$ cat config.mk
export PLATFORM = sky130hd
export DESIGN_NAME = multibyte_delimiter_splitter_top_flat
export DESIGN_NICKNAME = d
export VERILOG_FILES = /design/src/rtl/core/msd_pkg.sv /design/src/rtl/core/msd_if.sv /design/src/rtl/core/multibyte_delimiter_splitter_top.sv /design/src/flat_wrapper.sv
export SDC_FILE = /design/constraint.sdc
export NUM_CORES = 1
export LEC_CHECK = 0
export BUFFER_PORTS_ARGS = -buffer_cell sky130_fd_sc_hd__buf_2
export CORE_ASPECT_RATIO = 1.5
export CORE_MARGIN = 2
export CORE_UTILIZATION = 30
export CTS_CLUSTER_SIZE = 24
export DETAILED_ROUTE_END_ITERATION = 10
export GPL_TIMING_DRIVEN = 0
export SYNTH_ARGS = -nofsm -noshare
export SYNTH_HDL_FRONTEND = slang
export SYNTH_SLANG_ARGS = --single-unit
$ cat constraint.sdc
create_clock -name clk -period 10.4 [get_ports clk]
set_input_delay 0.52 -clock clk [delete_from_list [all_inputs] [get_ports clk]]
set_output_delay 0.52 -clock clk [all_outputs]
set_load 0.02 [all_outputs]
$ cat src/rtl/core/msd_pkg.sv
// Package: shared types and constants of the multibyte delimiter splitter.
package msd_pkg;

  localparam int MAX_DELIM  = 8;
  localparam int COUNT_BITS = 16;

  localparam int WIN_CAP    = (MAX_DELIM < 8) ? 8 : MAX_DELIM;
  localparam int DLEN_CAP   = (MAX_DELIM < 8) ? MAX_DELIM : 8;
  localparam int WIN_IDX_W  = $clog2(WIN_CAP);
  localparam int WIN_CNT_W  = WIN_IDX_W + 1;
  localparam int CNT_W      = (COUNT_BITS < 16) ? COUNT_BITS : 16;
  localparam int SEEN_W     = 4;
  localparam int SEEN_SAT   = 9;

  localparam int DELIM_W    = 64;
  localparam int DLEN_W     = 4;
  localparam int CFG_DATA_W = 64;
  localparam int CFG_IDX_W  = 1;

  localparam logic [CFG_IDX_W-1:0] REG_DELIM_BYTES  = 1'd0;
  localparam logic [CFG_IDX_W-1:0] REG_DELIM_LENGTH = 1'd1;

  typedef logic [7:0] byte_t;

  typedef struct packed {
    byte_t in_byte;
    logic  final_byte;
  } msd_in_t;

  typedef struct packed {
    byte_t       out_byte;
    logic        byte_valid;
    logic        token_end;
    logic [15:0] piece_count;
    logic        started_with_delim;
    logic        ended_with_delim;
    logic        run_last;
  } msd_out_t;

endpackage

$ cat src/rtl/core/msd_if.sv
// Interfaces: input byte channel and result channel of the splitter.
interface msd_in_if import msd_pkg::*; ();
  logic    valid;
  logic    ready;
  msd_in_t data;

  modport source(output valid, output data, input ready);
  modport sink(input valid, input data, output ready);
endinterface

interface msd_out_if import msd_pkg::*; ();
  logic     valid;
  logic     ready;
  msd_out_t data;

  modport source(output valid, output data, input ready);
  modport sink(input valid, input data, output ready);
endinterface

$ cat src/rtl/core/multibyte_delimiter_splitter_top.sv
// Top level: splits a byte stream on a configurable 1 to 8 byte delimiter.
//
// Usage: bytes enter on text (valid/ready), one item per byte, final_byte on
// the last byte of a string. Results leave on tokens, one per cycle while
// ready: token bytes, piece closes, one closing item per string (run_last).
// The delimiter is set through cfg_we/cfg_index/cfg_data while idle.
//
// Order: a byte is registered on accept, processed into the result buffer
// once that buffer has drained, and its results are then offered from it.
// Throughput: one byte per cycle while each byte yields at most one result
// and tokens.ready is high. A byte with several results (flush of the held
// window at the end of a string, up to 9 results, or a shortened delimiter)
// holds the input until they leave; the result buffer drains one item per
// cycle while tokens.ready is high. Bytes yielding no result do not stall.
//
// Reset (rst, synchronous) empties the input register, result buffer and
// window, clears the per-string state and loads delimiter 0x00, length 1.
// A stalled receiver holds the current result; the input register then
// fills and text.ready drops until the buffer drains.
module multibyte_delimiter_splitter_top import msd_pkg::*; (
  input  logic                  clk,
  input  logic                  rst,
  input  logic                  cfg_we,
  input  logic [CFG_IDX_W-1:0]  cfg_index,
  input  logic [CFG_DATA_W-1:0] cfg_data,
  msd_in_if.sink                text,
  msd_out_if.source             tokens
);

  // configuration
  logic [DELIM_W-1:0] delimiter_bytes;
  logic [DLEN_W-1:0]  delimiter_length;

  // input register
  logic    item_valid;
  msd_in_t item_q;

  // per-string state
  byte_t                match_window [WIN_CAP];
  logic [WIN_CNT_W-1:0] window_fill;
  logic [SEEN_W-1:0]    bytes_seen;
  logic                 token_open;
  logic [CNT_W-1:0]     pieces_found;
  logic                 start_match_flag;

  // result buffer
  byte_t                eb_bytes [WIN_CAP];
  logic [WIN_CNT_W-1:0] eb_cnt;
  logic [WIN_CNT_W-1:0] eb_idx;
  logic [CNT_W-1:0]     eb_base;
  logic                 tail_pend;
  msd_out_t             tail_item;

  // processing
  byte_t                wn [WIN_CAP];
  byte_t                sh [WIN_CAP];
  byte_t                window_next [WIN_CAP];
  logic [WIN_CNT_W-1:0] dlen;
  logic [WIN_CNT_W-1:0] wcnt;
  logic [WIN_CNT_W-1:0] surplus;
  logic [WIN_CNT_W-1:0] send_cnt;
  logic [SEEN_W-1:0]    seen_next;
  logic                 short_run;
  logic                 full;
  logic                 all_eq;
  logic                 match;
  logic                 fin;
  logic                 open_next;
  logic                 close_inc;
  logic                 tail_next;
  logic [CNT_W-1:0]     pieces_next;
  logic                 start_next;

  // handshake
  logic                 in_bytes;
  logic                 fire;
  logic                 last_fire;
  logic                 process;

  always_ff @(posedge clk) begin
    if (rst) begin
      delimiter_bytes  <= '0;
      delimiter_length <= DLEN_W'(1);
    end else if (cfg_we) begin
      unique case (cfg_index)
        REG_DELIM_BYTES:  delimiter_bytes  <= cfg_data[DELIM_W-1:0];
        REG_DELIM_LENGTH: delimiter_length <= cfg_data[DLEN_W-1:0];
      endcase
    end
  end

  always_comb begin
    if (delimiter_length == '0) begin
      dlen = WIN_CNT_W'(1);
    end else if (delimiter_length > DLEN_W'(DLEN_CAP)) begin
      dlen = WIN_CNT_W'(DLEN_CAP);
    end else begin
      dlen = WIN_CNT_W'(delimiter_length);
    end
  end

  // output side
  assign in_bytes  = eb_idx < eb_cnt;
  assign tokens.valid = in_bytes || tail_pend;
  assign fire      = tokens.valid && tokens.ready;
  assign last_fire = fire && ((in_bytes && (eb_idx + WIN_CNT_W'(1) == eb_cnt) && !tail_pend)
                              || !in_bytes);
  assign process   = item_valid && (!tokens.valid || last_fire);
  assign text.ready = !item_valid || process;

  always_comb begin
    if (in_bytes) begin
      tokens.data                    = '0;
      tokens.data.out_byte           = eb_bytes[eb_idx[WIN_IDX_W-1:0]];
      tokens.data.byte_valid         = 1'b1;
      tokens.data.piece_count        = 16'(eb_base);
    end else begin
      tokens.data = tail_item;
    end
  end

  // window append, surplus and compare
  assign fin       = item_q.final_byte;
  assign wcnt      = window_fill + WIN_CNT_W'(1);
  assign seen_next = (bytes_seen < SEEN_W'(SEEN_SAT)) ? bytes_seen + SEEN_W'(1) : bytes_seen;
  assign short_run = fin && (seen_next <= SEEN_W'(dlen));
  assign surplus   = (wcnt > dlen) ? wcnt - dlen : '0;
  assign full      = wcnt >= dlen;

  always_comb begin : window_blk
    logic [WIN_CNT_W:0] t;
    all_eq = 1'b1;
    for (int i = 0; i < WIN_CAP; i++) begin
      if (WIN_CNT_W'(i) < window_fill) begin
        wn[i] = match_window[i];
      end else if (WIN_CNT_W'(i) == window_fill) begin
        wn[i] = item_q.in_byte;
      end else begin
        wn[i] = '0;
      end
    end
    for (int i = 0; i < WIN_CAP; i++) begin
      t = {1'b0, surplus} + (WIN_CNT_W+1)'(i);
      sh[i] = (t < (WIN_CNT_W+1)'(WIN_CAP)) ? wn[t[WIN_IDX_W-1:0]] : '0;
    end
    for (int i = 0; i < DLEN_CAP; i++) begin
      if ((WIN_CNT_W'(i) < dlen) && (sh[i] != delimiter_bytes[8*i +: 8])) begin
        all_eq = 1'b0;
      end
    end
  end

  always_comb begin : shift_blk
    logic [WIN_CNT_W:0] u;
    for (int i = 0; i < WIN_CAP; i++) begin
      u = {1'b0, send_cnt} + (WIN_CNT_W+1)'(i);
      window_next[i] = (u < (WIN_CNT_W+1)'(WIN_CAP)) ? wn[u[WIN_IDX_W-1:0]] : '0;
    end
  end

  assign match = !short_run && full && all_eq;

  always_comb begin
    priority if (short_run) begin
      send_cnt = wcnt;
    end else if (match) begin
      send_cnt = surplus;
    end else if (fin) begin
      send_cnt = wcnt;
    end else if (full) begin
      send_cnt = surplus + WIN_CNT_W'(1);
    end else begin
      send_cnt = '0;
    end
  end

  assign open_next   = token_open || (send_cnt != '0);
  assign close_inc   = open_next && (fin || match);
  assign tail_next   = fin || (match && open_next);
  assign pieces_next = (close_inc && (pieces_found != '1)) ? pieces_found + CNT_W'(1)
                                                           : pieces_found;
  assign start_next  = start_match_flag || (match && (seen_next == SEEN_W'(dlen)));

  always_ff @(posedge clk) begin
    if (rst) begin
      item_valid <= 1'b0;
    end else if (text.ready) begin
      item_valid <= text.valid;
    end
  end

  always_ff @(posedge clk) begin
    if (text.valid && text.ready) begin
      item_q <= text.data;
    end
  end

  always_ff @(posedge clk) begin
    if (rst) begin
      window_fill      <= '0;
      bytes_seen       <= '0;
      token_open       <= 1'b0;
      pieces_found     <= '0;
      start_match_flag <= 1'b0;
    end else if (process) begin
      if (fin) begin
        window_fill      <= '0;
        bytes_seen       <= '0;
        token_open       <= 1'b0;
        pieces_found     <= '0;
        start_match_flag <= 1'b0;
      end else begin
        window_fill      <= match ? '0 : wcnt - send_cnt;
        bytes_seen       <= seen_next;
        token_open       <= match ? 1'b0 : open_next;
        pieces_found     <= pieces_next;
        start_match_flag <= start_next;
      end
    end
  end

  always_ff @(posedge clk) begin
    if (process) begin
      match_window <= window_next;
      eb_bytes     <= wn;
      eb_base      <= pieces_found;
      tail_item.out_byte           <= '0;
      tail_item.byte_valid         <= 1'b0;
      tail_item.token_end          <= open_next;
      tail_item.piece_count        <= 16'(pieces_next);
      tail_item.started_with_delim <= fin && !short_run && start_next;
      tail_item.ended_with_delim   <= fin && match;
      tail_item.run_last           <= fin;
    end
  end

  always_ff @(posedge clk) begin
    if (rst) begin
      eb_cnt    <= '0;
      eb_idx    <= '0;
      tail_pend <= 1'b0;
    end else if (process) begin
      eb_cnt    <= send_cnt;
      eb_idx    <= '0;
      tail_pend <= tail_next;
    end else if (fire) begin
      if (in_bytes) begin
        eb_idx <= eb_idx + WIN_CNT_W'(1);
      end else begin
        tail_pend <= 1'b0;
      end
    end
  end

  assert property (@(posedge clk) disable iff (rst) eb_idx <= eb_cnt)
    else $error("result index ran past byte count");

  assert property (@(posedge clk) disable iff (rst) window_fill < WIN_CNT_W'(WIN_CAP))
    else $error("match window overfilled");

  assert property (@(posedge clk) disable iff (rst)
    process && item_q.final_byte |=> window_fill == '0 && bytes_seen == '0
                                     && pieces_found == '0 && !token_open)
    else $error("string state not cleared after last byte");

  assert property (@(posedge clk) disable iff (rst)
    tokens.valid && tokens.data.run_last |-> !tokens.data.byte_valid)
    else $error("closing item carries a token byte");

endmodule
$ cat src/flat_wrapper.sv
// flat-port wrapper written by rule: the top's interface ports become plain ports
module multibyte_delimiter_splitter_top_flat import msd_pkg::*;
  (clk, rst, cfg_we, cfg_index, cfg_data, text_valid, text_data, text_ready, tokens_valid, tokens_data, tokens_ready);
  msd_in_if text_i ();
  msd_out_if tokens_i ();
  input  logic clk;
  input  logic rst;
  input  logic cfg_we;
  input  logic [CFG_IDX_W-1:0] cfg_index;
  input  logic [CFG_DATA_W-1:0] cfg_data;
  input wire logic [$bits(text_i.valid)-1:0] text_valid;
  input wire logic [$bits(text_i.data)-1:0] text_data;
  output wire logic [$bits(text_i.ready)-1:0] text_ready;
  output wire logic [$bits(tokens_i.valid)-1:0] tokens_valid;
  output wire logic [$bits(tokens_i.data)-1:0] tokens_data;
  input wire logic [$bits(tokens_i.ready)-1:0] tokens_ready;
  assign text_i.valid = text_valid;
  assign text_i.data = text_data;
  assign text_ready = text_i.ready;
  assign tokens_valid = tokens_i.valid;
  assign tokens_data = tokens_i.data;
  assign tokens_i.ready = tokens_ready;
  multibyte_delimiter_splitter_top u_core (.clk(clk), .rst(rst), .cfg_we(cfg_we), .cfg_index(cfg_index), .cfg_data(cfg_data), .text(text_i), .tokens(tokens_i));
endmodule
==> results_dict.tcl, run 1 <==
set metrics [dict create \
    worstMarginPinSlew_ns 1.59 \
    grt_setup_unrepaired "no" \
    initial_core_util 0.302 \
    synth_edf_count 173 \
    grt_usage 0.268 \
    setup.worst_path.end "u_core.match_window[32]" \
    hp-class "in2reg" \
    cts_hold_buf 0 \
    synth.avg_cell_area_um2 9.49 \
    ys_types 106 \
    first_iter_violations 1932 \
    grt_pass1_wl_um 134000 \
    htreeDepth 1 \
    rows 116 \
    violations "capacitance limit, slew limit" \
    portBuffers 109 \
    ant_nets 0 \
    worstPathRequired_ns 10.72 \
    path_common_cell "buf_4" \
    final_cells 3179 \
    slew_violations 9 \
    maxCapViolCount 1 \
    wire_per_inst_um 29.7 \
    critical_path.startpoint "u_core.window_fill[1]" \
    slowest_delay_ns 0.59 \
    syn-num-nets 2228 \
    synth_most_common_cell "nand2_1" \
    cts.sinks 277 \
    path_class "reg2reg" \
    ys_top_cells_by_area "edfxtp_1 26%, dfxtp_1 10%, mux2i_1 9.3%, nand2_1 6.1%, mux4_2 5.9%" \
    numCtsBuffers 29 \
    antenna_found_initial 4 \
    synth_warnings 0 \
    yosys.area.top_type "edfxtp_1" \
    synth_ff_type "edfxtp_1" \
    slew_headroom -0.0676 \
    synth_seq_area_share 0.363 \
    final.min_clock_period_ns 10.17 \
    dp_cells 3119 \
    worst-r2r-setup-slack_ns 0.23 \
    r2r_end "u_core.match_window[32]" \
    wl_um 94500 \
    syn_to_final_growth_pct 14.0 \
    ios 110 \
    via_per_inst 5.93 \
    dieHeight_um 321 \
    hpwl_um 70500 \
    path_max_fanout 17 \
    crit_path_end_kind "register" \
    peakVddDrop_mv 0.123 \
    first_pass_iters 6 \
    p_leak_nw 8.71 \
    clk_path_buf_depth 3 \
    yosysTopAreaCellShare 0.259 \
    critPathArrivalTime_ns 10.49 \
    max_freq_mhz 98.3 \
    clock_skew_ns 0.0143 \
    gp_congestion 1.05 \
    hold_violations 0 \
    fin_crit_sh 0.978 \
    synthCells 2115 \
    power.density_mw_per_mm2 173 \
    cp-start-kind "register" \
    fin_util 0.344 \
    drive_above_1_share 0.191 \
    finalSetupViolCount 0 \
    fin_nets 2377 \
    cp_slowest_cell "mux2i_1" \
    cts-root-buf "clkbuf_16" \
    cts_tree "yes" \
    grt-ovfl-total 0 \
    die_area_mm2 0.0690 \
    dr_total_vias 18800 \
    core_mm2 0.0665 \
    clock_latency_ns 0.60 \
    drc_errors 0 \
    synthTopCellsByCount "326 x nand2_1, 187 x mux2i_1, 173 x edfxtp_1, 137 x nor2_1, 114 x a21oi_1" \
    synthArstFlopShare 0 \
    syn_area_mm2 0.0201 \
    synth-seq-cells 277 \
    worstRegToRegCells 30 \
    die_w_um 215 \
    cts.clk_slew.worst_paths_ns 0.07 \
    grt_pass1_vias 18500 \
    grt_max_degree 72 \
    status "finished, violations left" \
    rr_startpoint "u_core.window_fill[1]" \
]
[cell type report]
cell class | count | area, µm²
Fill cell | 6902 | 43600
Multi-Input combinational cell | 1605 | 11800
Sequential cell | 277 | 7280
Tap cell | 885 | 1110
Buffer | 144 | 785
Clock buffer | 39 | 763
Timing Repair Buffer | 123 | 713
Inverter | 84 | 320
Clock inverter | 13 | 85.1
Antenna cell | 9 | 22.5
[per-stage QoR]
step / hold slack (ns) / setup WS [ns] / setup TNS (ns) / power (mW) / cell area (µm²)
floorplan: 0.406 / 1.82 / 0 / 2.39 / 20100
global placement: 0.418 / -1.95 / -114.41 / 2.94 / 21700
detailed placement: 0.447 / -1.87 / -78.12 / 2.94 / 21900
CTS: 0.0711 / 0.0165 / 0 / 3.92 / 22800
global route: 0.0872 / 0.0457 / 0 / 4.10 / 22900
finish: 0.0876 / 0.228 / 0 / 3.97 / 22900
[per-layer routing]
metal  wire length [µm]  vias up  GRT usage  share of wire
met1              32500     9209      0.291           0.34
met3               7630      365     0.0509          0.081
met4               8440        0      0.214          0.089
met2              45900     1075      0.459           0.49
met5                  0        -          0              0
li1                   -     8200          -              -
[state kept, by name (all words and copies together), names as in the netlist, 4 cells and up]
signal / flops
u_core.pieces_found: 16
u_core.item_q: 8
u_core.eb_cnt: 4
u_core.bytes_seen: 4
u_core.eb_idx: 4
u_core.tail_item: 20
u_core.eb_base: 16
u_core.window_fill: 4
u_core.delimiter_length: 4
u_core.delimiter_bytes: 64
u_core.match_window: 64
u_core.eb_bytes: 64
[report_power, final]
| part | switching, mW | internal, mW | leakage (nW) |
|---|---|---|---|
| sequential | 0.0624 | 1.30 | 2.50 |
| clock | 0.465 | 0.517 | 0.422 |
| combinational | 1.08 | 0.544 | 5.79 |
| total | 1.61 | 2.36 | 8.71 |
[worst min-delay path by stage]
stage                     cells past startpoint  slack [ns]                 end               startpoint
after floorplan                               0        0.41  u_core.eb_base[15]  u_core.pieces_found[15]
after global placement                        0        0.42  u_core.eb_base[15]  u_core.pieces_found[15]
after detailed placement                      0        0.45  u_core.eb_base[15]  u_core.pieces_found[15]
after CTS                                     1        0.07          u_core.fin             text_data[0]
after global routing                          1        0.09          u_core.fin             text_data[0]
final                                         1        0.09    u_core.item_q[4]             text_data[4]
[cells by family (layout without fill, tap and decap cells)]
| family | count (synthesis) | in the layout | share of synthesized area |
|---|---|---|---|
| buf+inv | 233 | 403 | 0.0548 |
| simple gates | 706 | 706 | 0.164 |
| compound gates | 485 | 485 | 0.169 |
| other cells | 0 | 9 | 0 |
| mux | 319 | 319 | 0.201 |
| fa+ha+maj | 34 | 34 | 0.0219 |
| xor+xnor | 61 | 61 | 0.0270 |
| flops | 277 | 277 | 0.363 |
[critical path, delay by kind of cell (launching register included)]
family / cells / cell delay, ns
buffers and inverters: 11 / 3.37
AO/OA/AOI/OAI: 5 / 1.51
multiplexers: 4 / 1.50
adder cells (fa/ha/maj): 4 / 1.44
AND/OR/NAND/NOR: 5 / 1.08
flip-flops: 1 / 0.53
XOR/XNOR: 1 / 0.39
[repair_timing]
item	in CTS	in global routing
gates resized for setup	17	13
endpoints found under the setup margin	84	40
setup buffers	1	0
[cell usage in the layout, fill, tap and decap left out, types with 29 or more instances in the layout]
| master | n |
|---|---|
| mux2_2 | 66 |
| nor2_1 | 137 |
| inv_1 | 76 |
| nor3_1 | 31 |
| xnor2_1 | 44 |
| ha_1 | 29 |
| dfxtp_1 | 103 |
| mux2i_1 | 185 |
| nand3_1 | 48 |
| clkbuf_1 | 73 |
| nand2_1 | 326 |
| edfxtp_1 | 173 |
| o22ai_1 | 55 |
| buf_2 | 139 |
| mux4_2 | 53 |
| clkbuf_16 | 29 |
| a21oi_1 | 113 |
| o21ai_0 | 61 |
Power figures use the tool's default switching activity.
==> run 2: changes to the inputs <==
- ABC_AREA: not set -> 1
==> run 2 against run 1 <==
Synthesized cell count up 31%; wire length down 0.99%; worst hold slack worse by 0.0088 ns; clock power up 19%; count of clock-buffer cells in the layout up 2; flip-flop and latch count unchanged; final cell count up 17%; non-clock buffer count down 9; die area down 6.3%; critical path type unchanged; the flow now finishes without violations.
==> results_dict.tcl, run 2 <==
set metrics [dict create \
    synth.avg_cell_area_um2 6.80 \
    hp-class "in2reg" \
    fin_nets 3018 \
    clock_latency_ns 0.63 \
    syn_to_final_growth_pct 14.1 \
    synth_warnings 0 \
    worstPathRequired_ns 10.87 \
    grt-ovfl-total 0 \
    synthTopCellsByCount "1001 x nand2_1, 334 x nand3_1, 241 x nor2_1, 187 x inv_1, 173 x edfxtp_1" \
    path_common_cell "nand2_1" \
    synthMuxAreaShare 0.00213 \
    final_cells 3729 \
    synth-simple-area-share 0.374 \
    top_layer_used "met4" \
    synth_top_family_by_area "simple AND/OR/NAND/NOR gates" \
    hpwl_um 72600 \
    cts.sinks 277 \
    cp_top_family "buffers and inverters" \
    ios 110 \
    grt_pass1_wl_um 133000 \
    core_mm2 0.0621 \
    ys_types 46 \
    drive_above_1_share 0.100 \
    critical_path.startpoint "u_core.window_fill[0]" \
    crit_path_end_kind "register" \
    grt_setup_unrepaired "no" \
    peakVddDrop_mv 0.143 \
    p_seq_frac 0.232 \
    clk_path_buf_depth 3 \
    die_w_um 208 \
    syn-num-nets 2876 \
    synth_seq_area_share 0.388 \
    postCtsSetupBuffers 0 \
    gp_congestion 1.02 \
    synth_most_common_cell "nand2_1" \
    power.internal_mw 3.27 \
    worstMarginPinSlew_ns 1.45 \
    grt_usage 0.286 \
    first_iter_violations 1744 \
    rr_startpoint "u_core.window_fill[0]" \
    cts_resized 0 \
    yosys.area.top_type "edfxtp_1" \
    cts-root-buf "clkbuf_16" \
    ys_top_cells_by_area "edfxtp_1 28%, nand2_1 20%, dfxtp_1 11%, nand3_1 8.9%, nor2_1 4.8%" \
    antenna_found_initial 1 \
    maxCapViolCount 0 \
    final.min_clock_period_ns 9.71 \
    portBuffers 108 \
    hold_violations 0 \
    synth_xor_area_frac 0.0121 \
    synth_ff_type "edfxtp_1" \
    path_max_fanout 16 \
    cts_hold_buf 0 \
    route.met2.wl_um 44800 \
    drc_errors 0 \
    rows 112 \
    power.total_mw 6.96 \
    first_pass_iters 5 \
    yosysTopAreaCellShare 0.277 \
    cp-start-kind "register" \
    fin_crit_sh 0.933 \
    ant_nets 0 \
    slew_headroom 0.0257 \
    layout_commonest_cell "nand2_1" \
    clock_skew_ns 0.0259 \
    path_buf_inv 11 \
    initial_core_util 0.303 \
    critPathArrivalTime_ns 10.18 \
    largestRegisters "u_core.delimiter_bytes x64, u_core.eb_bytes x64, u_core.match_window x64" \
    p_leak_nw 9.47 \
    path_class "reg2reg" \
    pwr-share-clk 0.167 \
    hp-start "text_data[7]" \
    slew_violations 0 \
    htreeDepth 1 \
    final_cell_mix "1001 x nand2_1, 334 x nand3_1, 241 x nor2_1" \
    synthCells 2763 \
    cts.clk_slew.worst_paths_ns 0.07 \
    p_sw_frac 0.530 \
    die_area_mm2 0.0647 \
    wl_met1_um 33200 \
    synth_compound_area_frac 0.122 \
    hold-worst-slack_ns 0.0788 \
    slowest_delay_ns 0.66 \
    grt_max_degree 122 \
    dr_total_vias 19800 \
    via_per_inst 5.32 \
    wire_per_inst_um 25.1 \
    cp_slowest_cell "clkbuf_1" \
    syn_area_mm2 0.0188 \
    dp_cells 3670 \
    synth-seq-cells 277 \
    setup_tns_ns 0 \
    synth_fa_ha_area_frac 0.0235 \
    grt_pass1_vias 19200 \
    dieHeight_um 310 \
    numCtsBuffers 31 \
    p_comb_frac 0.601 \
    finalSetupViolCount 0 \
    power.density_mw_per_mm2 325 \
    wl_um 93500 \
    status "complete, no violations" \
    max_freq_mhz 103 \
    synth_edf_count 173 \
    wl_met3_um 5590 \
    synthArstFlopShare 0 \
    switchingPower_mw 3.69 \
    cts_tree "yes" \
]
run 2: cell types whose count changed after synthesis, sizes merged, moves of 70 or more:
cell and delta:
mux2i -190, inv +120, nand2 +686, nor2 +114, nand3 +291, o21ai +80
mux2 -70
run 2: routing by layer:
metal  vias up  global-route usage
met4         0               0.260
met1      9184               0.301
li1       9500                   -
met3       339              0.0394
met2       815               0.501
met5         -                   0
run 2: cells by family (layout without fill, tap and decap cells):
| family | count (synthesis) | count (layout) |
|---|---|---|
| xor+xnor | 25 | 25 |
| buf+inv | 355 | 522 |
| flops | 277 | 277 |
| mux | 4 | 4 |
| fa+ha+maj | 34 | 34 |
| simple gates | 1678 | 1678 |
| other cells | 0 | 1 |
| compound gates | 390 | 390 |
run 2: power groups by stage:
| stage | clock [mW] | sequential, mW | combinational (mW) |
|---|---|---|---|
| floorplan | 0 | 1.63 | 2.60 |
| global route | 1.22 | 1.63 | 4.56 |
| finish | 1.17 | 1.61 | 4.18 |
| global placement | 0 | 1.68 | 4.11 |
| CTS | 1.18 | 1.61 | 4.10 |
| detailed placement | 0 | 1.63 | 4.09 |
run 2: metrics by stage:
| stage | worst slack (ns) | util | cell area [µm²] |
|---|---|---|---|
| final | 0.694 | 0.345 | 21400 |
| after global routing | 0.0770 | 0.345 | 21400 |
| after CTS | 0.953 | 0.345 | 21400 |
| after detailed placement | 0.987 | 0.328 | 20400 |
| after global placement | 0.0789 | 0.327 | 20300 |
| after floorplan | 3.56 | - | 18800 |
run 2: worst paths after layout:
path / endpoint / slack, ns / cells after the start
worst min register to register: u_core.eb_base[4] / 0.47 / 0
worst max-delay path: u_core.match_window[39] / 0.69 / 39
worst min-delay path: u_core.item_q[7] / 0.08 / 1
worst max register to register: u_core.match_window[39] / 0.69 / 39
run 2: area by class of cell:
class                           instances  area [µm²]
Fill cell                            6744       40700
Multi-Input combinational cell       2131       10000
Sequential cell                       277        7280
Tap cell                              798         998
Clock buffer                           41         927
Inverter                              206         781
Buffer                                149         706
Timing Repair Buffer                  109         568
Clock inverter                         17         140
Antenna cell                            1        2.50
